`src/hdl/ash_pkg.sv`:
```
// ----------------------------------------------------------------------------
// ash_pkg
// Shared types, constants and helpers for the autoranged signal history.
// ----------------------------------------------------------------------------
package ash_pkg;

    localparam int ASH_COLUMNS = 128;

    localparam logic [7:0] HEIGHT_RESET = 8'd64;
    localparam logic [7:0] LEVEL_MAX    = 8'hff;
    localparam logic [7:0] MIN_RESET    = 8'hff;
    localparam logic [7:0] MAX_RESET    = 8'h00;

    localparam logic [9:0] EXT900_FIRST  = 10'd975;
    localparam logic [9:0] DCS1800_FIRST = 10'd512;

    localparam logic [1:0] BAND_900    = 2'd0;
    localparam logic [1:0] BAND_EXT900 = 2'd1;
    localparam logic [1:0] BAND_1800   = 2'd2;

    localparam logic       CMD_RECORD = 1'b0;
    localparam logic       CMD_READ   = 1'b1;

    localparam int         DIV_STEPS  = 8;

    typedef struct packed {
        logic       command;
        logic [7:0] power;
        logic [9:0] channel;
        logic [6:0] read_column;
    } t_in_item;

    typedef struct packed {
        logic [7:0] level;
        logic [1:0] band;
        logic [6:0] column;
    } t_out_item;

    typedef struct packed {
        logic [7:0] level;
        logic [1:0] band;
    } t_entry;

    typedef enum logic [2:0] {
        ST_CLEAR,
        ST_IDLE,
        ST_BOUNDS,
        ST_MULT,
        ST_DIV,
        ST_WRITE,
        ST_READ,
        ST_FINISH
    } t_state;

    typedef struct packed {
        logic clear_wr;
        logic accept;
        logic bounds;
        logic mult;
        logic div_step;
        logic mem_wr;
        logic mem_rd;
        logic load_out;
    } t_ctrl_cmd;

    typedef struct packed {
        logic clr_done;
        logic div_done;
        logic out_free;
    } t_dp_status;

    function automatic logic [1:0] band_of(input logic [9:0] ch);
        logic [1:0] b;
        if (ch >= EXT900_FIRST) begin
            b = BAND_EXT900;
        end else if (ch >= DCS1800_FIRST) begin
            b = BAND_1800;
        end else begin
            b = BAND_900;
        end
        return b;
    endfunction

endpackage

```
`src/hdl/ash_ctrl.sv`:
```
// ----------------------------------------------------------------------------
// ash_ctrl
// Sequencer for the signal history: clearing pass, record and read flows.
// ----------------------------------------------------------------------------
module ash_ctrl (
    input  logic                  i_clk,
    input  logic                  i_rst_n,
    input  logic                  i_in_valid,
    input  logic                  i_cmd_read,
    input  ash_pkg::t_dp_status   i_status,
    output ash_pkg::t_ctrl_cmd    o_cmd,
    output logic                  o_in_stall
);

    ash_pkg::t_state r_state;
    ash_pkg::t_state n_state;

    always_ff @(posedge i_clk) begin
        if (!i_rst_n) begin
            r_state <= ash_pkg::ST_CLEAR;
        end else begin
            r_state <= n_state;
        end
    end

    always_comb begin
        n_state = r_state;
        case (r_state)
            ash_pkg::ST_CLEAR: begin
                if (i_status.clr_done) begin
                    n_state = ash_pkg::ST_IDLE;
                end
            end
            ash_pkg::ST_IDLE: begin
                if (i_in_valid) begin
                    n_state = (i_cmd_read == ash_pkg::CMD_READ) ?
                              ash_pkg::ST_READ : ash_pkg::ST_BOUNDS;
                end
            end
            ash_pkg::ST_BOUNDS: n_state = ash_pkg::ST_MULT;
            ash_pkg::ST_MULT:   n_state = ash_pkg::ST_DIV;
            ash_pkg::ST_DIV: begin
                if (i_status.div_done) begin
                    n_state = ash_pkg::ST_WRITE;
                end
            end
            ash_pkg::ST_WRITE:  n_state = ash_pkg::ST_FINISH;
            ash_pkg::ST_READ:   n_state = ash_pkg::ST_FINISH;
            ash_pkg::ST_FINISH: begin
                if (i_status.out_free) begin
                    n_state = ash_pkg::ST_IDLE;
                end
            end
            default: n_state = ash_pkg::ST_CLEAR;
        endcase
    end

    always_comb begin
        o_cmd      = '0;
        o_in_stall = 1'b1;
        case (r_state)
            ash_pkg::ST_CLEAR:  o_cmd.clear_wr = 1'b1;
            ash_pkg::ST_IDLE: begin
                o_in_stall   = 1'b0;
                o_cmd.accept = i_in_valid;
            end
            ash_pkg::ST_BOUNDS: o_cmd.bounds   = 1'b1;
            ash_pkg::ST_MULT:   o_cmd.mult     = 1'b1;
            ash_pkg::ST_DIV:    o_cmd.div_step = 1'b1;
            ash_pkg::ST_WRITE:  o_cmd.mem_wr   = 1'b1;
            ash_pkg::ST_READ:   o_cmd.mem_rd   = 1'b1;
            ash_pkg::ST_FINISH: o_cmd.load_out = i_status.out_free;
            default: o_cmd = '0;
        endcase
    end

endmodule

```
`src/hdl/ash_dp.sv`:
```
// ----------------------------------------------------------------------------
// ash_dp
// Datapath: range tracking, scaling multiply, bit-serial divider, column
// memory and output register.
// ----------------------------------------------------------------------------
module ash_dp #(
    parameter int COLUMNS = ash_pkg::ASH_COLUMNS
) (
    input  logic                  i_clk,
    input  logic                  i_rst_n,
    input  logic                  i_cfg_wr_en,
    input  logic [7:0]            i_cfg_wr_data,
    input  ash_pkg::t_in_item     i_in_data,
    input  logic                  i_out_stall,
    input  ash_pkg::t_ctrl_cmd    i_cmd,
    output ash_pkg::t_dp_status   o_status,
    output logic                  o_out_valid,
    output ash_pkg::t_out_item    o_out_data
);

    localparam int AW   = $clog2(COLUMNS);
    localparam int CMPW = (AW > 7) ? AW + 1 : 8;
    localparam int CW   = $clog2(ash_pkg::DIV_STEPS);

    logic [7:0]           r_height;
    ash_pkg::t_in_item    r_item;
    logic [6:0]           r_col;
    logic [7:0]           r_min;
    logic [7:0]           r_max;
    logic [7:0]           r_span;
    logic [AW-1:0]        r_wcol;
    logic [AW-1:0]        r_clr;
    logic                 r_zero;
    logic                 r_sat;
    logic [7:0]           r_rem;
    logic [7:0]           r_lo;
    logic [CW-1:0]        r_cnt;
    logic                 r_rd_ok;
    ash_pkg::t_entry      r_rdata;
    logic                 r_out_valid;
    ash_pkg::t_out_item   r_out;
    ash_pkg::t_entry      r_mem [COLUMNS];

    logic [7:0]           n_min;
    logic [7:0]           n_max;
    logic [7:0]           n_span;
    logic [AW-1:0]        n_wcol;
    logic [7:0]           n_rem;
    logic [15:0]          w_prod;
    logic [8:0]           w_trial;
    logic [8:0]           w_diff;
    logic                 w_ge;
    logic [7:0]           w_level;
    logic                 w_we;
    logic [AW-1:0]        w_waddr;
    ash_pkg::t_entry      w_wdata;
    logic [AW-1:0]        w_raddr;
    logic                 w_out_free;
    ash_pkg::t_out_item   w_result;

    always_comb begin
        n_min  = r_min;
        n_max  = r_max;
        n_span = r_span;
        if (r_item.power != 8'd0) begin
            if (r_item.power > r_max) begin
                n_max = r_item.power;
            end
            if (r_item.power < r_min) begin
                n_min = r_item.power;
            end
            if ((r_item.power > r_max) || (r_item.power < r_min)) begin
                n_span = n_max - n_min;
            end
        end
    end

    assign w_prod  = 16'(r_height) * 16'(r_max - r_item.power);
    assign w_trial = {r_rem, r_lo[7]};
    assign w_ge    = w_trial >= {1'b0, r_span};
    assign w_diff  = w_trial - {1'b0, r_span};
    assign n_rem   = w_ge ? w_diff[7:0] : w_trial[7:0];

    assign w_level = r_zero ? 8'd0 : (r_sat ? ash_pkg::LEVEL_MAX : r_lo);

    assign n_wcol  = (r_wcol == AW'(COLUMNS - 1)) ? '0 : r_wcol + AW'(1);

    assign w_we    = i_cmd.clear_wr | i_cmd.mem_wr;
    assign w_waddr = i_cmd.clear_wr ? r_clr : r_wcol;
    assign w_wdata = i_cmd.clear_wr ? '0 :
                     {w_level, ash_pkg::band_of(r_item.channel)};
    assign w_raddr = AW'(r_item.read_column);

    assign w_out_free = !r_out_valid || !i_out_stall;

    always_comb begin
        if (r_item.command == ash_pkg::CMD_READ) begin
            w_result.level = r_rd_ok ? r_rdata.level : 8'd0;
            w_result.band  = r_rd_ok ? r_rdata.band : ash_pkg::BAND_900;
        end else begin
            w_result.level = w_level;
            w_result.band  = ash_pkg::band_of(r_item.channel);
        end
        w_result.column = r_col;
    end

    always_ff @(posedge i_clk) begin
        if (!i_rst_n) begin
            r_height    <= ash_pkg::HEIGHT_RESET;
            r_min       <= ash_pkg::MIN_RESET;
            r_max       <= ash_pkg::MAX_RESET;
            r_span      <= 8'd0;
            r_wcol      <= '0;
            r_clr       <= '0;
            r_cnt       <= '0;
            r_out_valid <= 1'b0;
        end else begin
            if (i_cfg_wr_en) begin
                r_height <= i_cfg_wr_data;
            end
            if (i_cmd.clear_wr) begin
                r_clr <= r_clr + AW'(1);
            end
            if (i_cmd.bounds) begin
                r_min  <= n_min;
                r_max  <= n_max;
                r_span <= n_span;
            end
            if (i_cmd.mult) begin
                r_cnt <= '0;
            end else if (i_cmd.div_step) begin
                r_cnt <= r_cnt + CW'(1);
            end
            if (i_cmd.mem_wr) begin
                r_wcol <= n_wcol;
            end
            if (i_cmd.load_out) begin
                r_out_valid <= 1'b1;
            end else if (!i_out_stall) begin
                r_out_valid <= 1'b0;
            end
        end
    end

    always_ff @(posedge i_clk) begin
        if (i_cmd.accept) begin
            r_item <= i_in_data;
            r_col  <= (i_in_data.command == ash_pkg::CMD_READ) ?
                      i_in_data.read_column : 7'(r_wcol);
        end
        if (i_cmd.mult) begin
            r_zero <= (r_item.power == 8'd0) || (r_span == 8'd0);
            r_sat  <= w_prod[15:8] >= r_span;
            r_rem  <= w_prod[15:8];
            r_lo   <= w_prod[7:0];
        end else if (i_cmd.div_step) begin
            r_rem  <= n_rem;
            r_lo   <= {r_lo[6:0], w_ge};
        end
        if (i_cmd.load_out) begin
            r_out <= w_result;
        end
    end

    always_ff @(posedge i_clk) begin
        if (w_we) begin
            r_mem[w_waddr] <= w_wdata;
        end
        if (i_cmd.mem_rd) begin
            r_rdata <= r_mem[w_raddr];
            r_rd_ok <= CMPW'(r_item.read_column) < CMPW'(COLUMNS);
        end
    end

    assign o_status.clr_done = r_clr == AW'(COLUMNS - 1);
    assign o_status.div_done = r_cnt == CW'(ash_pkg::DIV_STEPS - 1);
    assign o_status.out_free = w_out_free;

    assign o_out_valid = r_out_valid;
    assign o_out_data  = r_out;

endmodule

```
`src/hdl/autoranged_signal_history.sv`:
```
// ----------------------------------------------------------------------------
// autoranged_signal_history
// Ring of scaled signal levels and channel bands for a scrolling graph.
// ----------------------------------------------------------------------------
// After reset the block clears every column of its memory and accepts no
// item until that pass is done. A record item goes from acceptance to a
// loaded result through these steps in order: widen the running range, do
// the height multiply, run the bit-serial divider that yields one quotient
// bit per cycle, write the column and load the output register. A read item
// goes through a registered read of the column memory and then loads the
// output register. One item is in work at a time; a finished result waits
// in the output register while the next item is taken, and a held result
// stalls the block only when the following one is done.
module autoranged_signal_history #(
    parameter int COLUMNS = ash_pkg::ASH_COLUMNS
) (
    input  logic                  i_clk,
    input  logic                  i_rst_n,
    input  logic                  i_cfg_wr_en,
    input  logic [7:0]            i_cfg_wr_data,
    input  logic                  i_in_valid,
    output logic                  o_in_stall,
    input  ash_pkg::t_in_item     i_in_data,
    output logic                  o_out_valid,
    input  logic                  i_out_stall,
    output ash_pkg::t_out_item    o_out_data
);

    ash_pkg::t_ctrl_cmd  w_cmd;
    ash_pkg::t_dp_status w_status;

    ash_ctrl u_ctrl (
        .i_clk      (i_clk),
        .i_rst_n    (i_rst_n),
        .i_in_valid (i_in_valid),
        .i_cmd_read (i_in_data.command),
        .i_status   (w_status),
        .o_cmd      (w_cmd),
        .o_in_stall (o_in_stall)
    );

    ash_dp #(
        .COLUMNS (COLUMNS)
    ) u_dp (
        .i_clk         (i_clk),
        .i_rst_n       (i_rst_n),
        .i_cfg_wr_en   (i_cfg_wr_en),
        .i_cfg_wr_data (i_cfg_wr_data),
        .i_in_data     (i_in_data),
        .i_out_stall   (i_out_stall),
        .i_cmd         (w_cmd),
        .o_status      (w_status),
        .o_out_valid   (o_out_valid),
        .o_out_data    (o_out_data)
    );

endmodule

```
`config.mk`:
```
export PLATFORM = sky130hd
export DESIGN_NAME = autoranged_signal_history
export DESIGN_NICKNAME = d
export VERILOG_FILES = /design/src/hdl/ash_pkg.sv /design/src/hdl/ash_ctrl.sv /design/src/hdl/ash_dp.sv /design/src/hdl/autoranged_signal_history.sv
export SDC_FILE = /design/constraint.sdc
export NUM_CORES = 2
export LEC_CHECK = 0
export ABC_CLOCK_PERIOD_IN_PS = 7000
export BUFFER_PORTS_ARGS = -buffer_cell sky130_fd_sc_hd__buf_4
export CAP_MARGIN = 0
export CORE_AREA = 4 4 318 320
export DETAILED_ROUTE_END_ITERATION = 16
export DIE_AREA = 0 0 322 324
export PLACE_DENSITY_LB_ADDON = 0.3
export REMOVE_ABC_BUFFERS = 1
export SLEW_MARGIN = 10
export SYNTH_ARGS = -nofsm -noshare
export SYNTH_HDL_FRONTEND = slang
export SYNTH_SLANG_ARGS = --single-unit
export TNS_END_PERCENT = 20
```
`constraint.sdc`:
```
create_clock -name i_clk -period 7 [get_ports i_clk]
set_clock_uncertainty 0.15 [all_clocks]
set_input_delay 0.7 -clock i_clk [delete_from_list [all_inputs] [get_ports i_clk]]
set_output_delay 0.7 -clock i_clk [all_outputs]
set_load 0.02 [all_outputs]
```
Yosys cells after proc, flatten, opt, wreduce, memory -nomap -nowiden
Memory sizes are Yosys's and may differ from the RTL's. A register that Yosys moved wholly into a read port is not among the register bits.
Cells that the tools add are included.

storage, ports and cells
  memories = 1
  register bits = 121
  logic and storage cells = 104
  output and inout port bits = 19
  bits in writable memories = 1280

cells by class
  multiplexer cells = 37
  $add $sub $neg = 6
  equality and inequality tests = 15
  bitwise operators = 2
  reductions and logical operators = 15
  order comparisons = 6
  multipliers = 1

memory list
  memory      words  bits a word  read ports  clocked after Yosys merged registers in  write ports  RTL line      source
  u_dp.r_mem  128    10           1           1                                        1            ash_dp.sv:42  ash_pkg::t_entry r_mem [COLUMNS];

operator list
  cell                    number
  $mux W8                 11
  $mux W7                 3
  $pmux W3 S7             1
  $ge A10 B10 Y1 const B  2
  $mux W10                2
  $logic_not A8 Y1        2
  $mul A8 B16 Y16         1
  $sub A8 B8 Y8           2
  $eq A3 B3 Y1 const B    5
  $mux W3                 5
  $add A7 B1 Y7 const B   2
  $eq A7 B7 Y1 const B    2
  $mux W1                 13
  $ge A9 B8 Y1            1
  $sub A8 B8 Y9           1
  $ge A8 B8 Y1            1
  $gt A8 B8 Y1            1
  $lt A8 B8 Y1            1
  $ne A2 B1 Y1 const B    4
  $reduce_bool A8 Y1      1
  $eq A3 B2 Y1 const B    2
  $mux W2                 2
  $reduce_and A4 Y1       1
  $reduce_or A2 Y1        2
  other kinds (11)        14

Longest topological paths before layout
  word-level depth = 5
  gate-level depth with buffers = 29
  depth with buffers taken out = 29

Modules after synthesis
From an unflattened synthesis, not the netlist that was laid out.

second synthesis, totals
  cells, all modules = 2947
  area total of the unflattened synthesis = 58393.5 µm²

by module, submodules not included
  module    times used  sequential area each (µm²)  area each (µm²)  cells each
  ash_dp    1           41780.1                     58048.2          2904
  ash_ctrl  1           60.1                        345.3            43

Least setup slack after synthesis
Ideal clock, no wire load.

  kind = register to register
  start = register u_dp.r_item[18] (netlist bit)
  end = register u_dp.r_sat (data pin)
  arrival = 6.062 ns
  cell stages (with the launch flop) = 26
  library setup time = 0.262 ns
  slack = 0.526 ns
  required time = 6.588 ns
  cells stage by stage = edfxtp_1 inv_1 ha_1 nor2b_1 o31a_1 o21ai_1 a21boi_0 o21ai_0 a21boi_1 or3b_2 fa_1 inv_1 fa_1 fa_1 inv_1 fa_1 inv_1 ha_1 a21o_1 a21o_1 or3_1 o221ai_1 xnor2_1 ha_1 nand2_1 o21ai_0

on the way
  longest elaborated chain between the ends = 3

ends and longest elaborated chain
  element                 RTL line       source
  start, declared         ash_dp.sv:26   ash_pkg::t_in_item r_item;
  start signal, assigned  ash_dp.sv:147  r_item <= i_in_data;
  $sub A8 B8 Y9           ash_dp.sv:78   assign w_prod = 16'(r_height) * 16'(r_max - r_item.power);
  $mul A8 B16 Y16         ash_dp.sv:78
  $ge A8 B8 Y1            ash_dp.sv:153  r_sat <= w_prod[15:8] >= r_span;
  end signal, assigned    ash_dp.sv:153
  end, declared           ash_dp.sv:34   logic r_sat;

No other way between the ends.
A chain may end at the register's enable or synchronous reset.

Worst setup path after layout
  start = register u_dp.r_item[17] (netlist bit)
  end = register u_dp.r_sat (data pin)

The elaborated chain is that of the path after synthesis.

==> impl_results.md <==
* Slew Viols, Final at 0
* Max VDD drop at roughly 290 uV
* CTS Root Cell: clkbuf_16
* Status: completed
* DP Wirelength at 80,700 um
* DRT antenna net count at 0
* Hold Slack at 0.0583 ns
* Fillers at just over 6,000
* P&R area growth vs syn at 11.7%
* Hold Startpoint: i_cfg_wr_data[4]
* Max-slew headroom at a little over an eighth
* Leak at 21.8 nW
* DRT iter0 DRCs at approximately 3,700
* CP arrival at about 7.1 ns
* Initial antenna violation count at 1
* Final layout net count at about 3,300
* Total Wirelength at 136,000 um
* Fin worst setup slack at 0.295 ns
* Clock slew at reported path FFs at about 0.07 ns
* Setup-failing EPs final at 0
* Fin crit period at approximately 6.7 ns
* Post-Synthesis Cells at around 3,000
* Final GP Congestion at about 0.89
* Largest net degree at the start of global routing at approximately 160
* CP Launch Type: flop
* FF-to-FF Start: u_dp.r_item[17]
* CP Data Required Time at around 7.4 ns
* WS Path Type: flop to flop
* Final hold violations at 0
* Slew @ Worst Pin at around 1.3 ns
* Final period util at between 90% and 100%
* Inserted Diodes at 0
* Post-Synthesis Cell Area at 58,800 um^2
* Min-Delay Path Class: input port to flop
* Vias in the first global route at around 30,000
* Place WS at roughly 0.13 ns
* EDFF count, synth at between 1,000 and 1,500
* Slowest stage delay, CP at 0.50 ns
* Initial Utilization at between 50% and 60%
* Latest clock arrival within the worst-skew pair at slightly below 0.8 ns
* Max Fanout on Critical Path at 7
* Clock buffer depth at 3
* Top FF cell, synth: edfxtp_1
* Commonest cells after routing, fill and taps aside: edfxtp_1 (1,358), mux4_2 (390), nor2_1 (194), clkbuf_16 (140), inv_1 (123)
* Setup TNS at 0 ns
* First-pass GRT wire length at about 200,000 um
* Syn avg cell area at around 20 um^2
* Port Buffers at 57
* Die W at between 300 and 400 um
* Pwr/cell area at ~350 nW/um^2
* Slowest-stage cell, CP: fa_1
* Core ar. at between 90,000 and 100,000 um^2
* Gr ovfl total at 0
* H-tree levels at 4
* Max Cap Viol at 0
* CP endpoint kind: flop
* DR vias/cell at ~6.6
* WP buf/inv at 4
* Total GRT Usage at roughly 27%
* Number of library cell types mapped by synthesis at a little over 60
* IO Count at 58
* Synthesized flop and latch total at 1,411
* Yosys warns at 0
* Pre-antenna DRT Iters at 6
* Placement row count at between 100 and 150
* Family with the most delay on the worst path: adder cells
* Critical path origin: u_dp.r_item[17]
* Fmax at 0.149 GHz
* Clk sinks at between 1,000 and 1,500
* Die Area at approximately 100,000 um^2
* Num CTS Buffers at between 100 and 150
* Die H at 324 um
* DR vias at ~30,000
* Post-DR wirelength/cell at 29.9 um
* Fraction of registers with async set/reset at 0%
* Share of layout cells above drive strength 1 at 23.3%
* CTS tree: done
* # DRC at 0
* Register area share after synthesis at between 70% and 80%
* Most common cell after layout, fill and taps aside: edfxtp_1
## registers in the layout, summed over array words and instances (netlist names), 8 cells and up
register,flops
u_dp.r_mem,1280
u_dp.r_span,8
u_dp.r_item,19
u_dp.r_max,8
u_dp.r_lo,8
u_dp.r_min,8
u_dp.o_out_data,17
u_dp.r_rem,8
u_dp.r_height,8
u_dp.r_rdata,10
## layout make-up
class | count | area (um^2) | share of cell area (%)
sequential | 1411 | 41800 | 63.8
inverter | 123 | 462 | 0.704
timing repair buffer | 144 | 1280 | 1.96
tap | 1287 | 1610 | 2.45
clock buffer | 168 | 3630 | 5.53
multi-input combinational | 1332 | 15900 | 24.3
clock inverter | 81 | 876 | 1.33
## synthesized netlist by cell type (29+ instances only)
master	number	area (um^2)
ha_1	70	876
clkbuf_1	77	289
buf_2	29	145
nand2_1	107	402
o21ai_0	48	240
mux4_2	390	8780
mux2i_1	83	831
nor2_1	207	777
edfxtp_1	1358	40800
inv_1	123	462
and2_1	45	282
dfxtp_1	53	1060
a21oi_1	30	150
fa_1	60	1200
## path summary, 6_finish.rpt
kind / slack, ns / end / cells after the start
max: 0.30 / u_dp.r_sat / 28
max reg2reg: 0.30 / u_dp.r_sat / 28
min reg2reg: 0.28 / u_dp.o_out_data[1] / 0
min: 0.06 / u_dp.r_height[4] / 3
## metrics by stage
| stage | total power [mW] | cell area, um^2 | instances | utilization, % |
|---|---|---|---|---|
| 2_1_floorplan | 14.3 | 58100 | 2866 | - |
| 3_3_place_gp | 15.4 | 60700 | 4261 | 61.8 |
| 3_5_place_dp | 15.5 | 60700 | 4261 | 61.8 |
| 4_1_cts | 22.9 | 65400 | 4535 | 66.7 |
| 5_1_grt | 23.8 | 65600 | 4546 | 66.9 |
| 6_report | 22.9 | 65600 | 4546 | 66.9 |
## logic make-up (layout without fill, tap and decap cells)
group	Yosys count	in the layout	synth area share, %
AOI/OAI and AO/OA	198	198	2.26
xor gates and xnor gates	36	36	0.560
adders and majority gates	130	130	3.53
buffers and inverters	268	516	1.95
DFF	1411	1411	71.2
muxes	494	494	16.8
and+or+nand+nor	474	474	3.73
## power breakdown
group	switching, mW	internal (mW)
sequential	0.142	10.3
clock	3.16	4.24
combinational	3.25	1.85
total	6.55	16.4
## repair_timing
item / CTS / global route
setup endpoints to repair: 0 / 2
endpoints found under the hold margin: 25 / 0
gates resized for setup: 0 / 13
buffers inserted: 0 / 7
hold buffers: 25 / 0
## metal layers
| layer | wire [um] | global-route usage (%) | vias to the layer above |
|---|---|---|---|
| met5 | 0 | 0 | - |
| met4 | 5510 | 10.3 | 0 |
| met3 | 12600 | 5.33 | 323 |
| met2 | 67200 | 43.5 | 1682 |
| met1 | 50700 | 36.9 | 15522 |
| li1 | - | - | 12326 |
## worst register-to-register path, delay by kind of cell (launching register included)
family,cells,cell delay (ns)
xor gates and xnor gates,1,0.17
and+or+nand+nor,4,0.44
buffers and inverters,4,0.42
DFF,1,0.42
AOI/OAI and AO/OA,11,1.93
adders and majority gates,8,2.95
(Power assumes the default switching activity.)
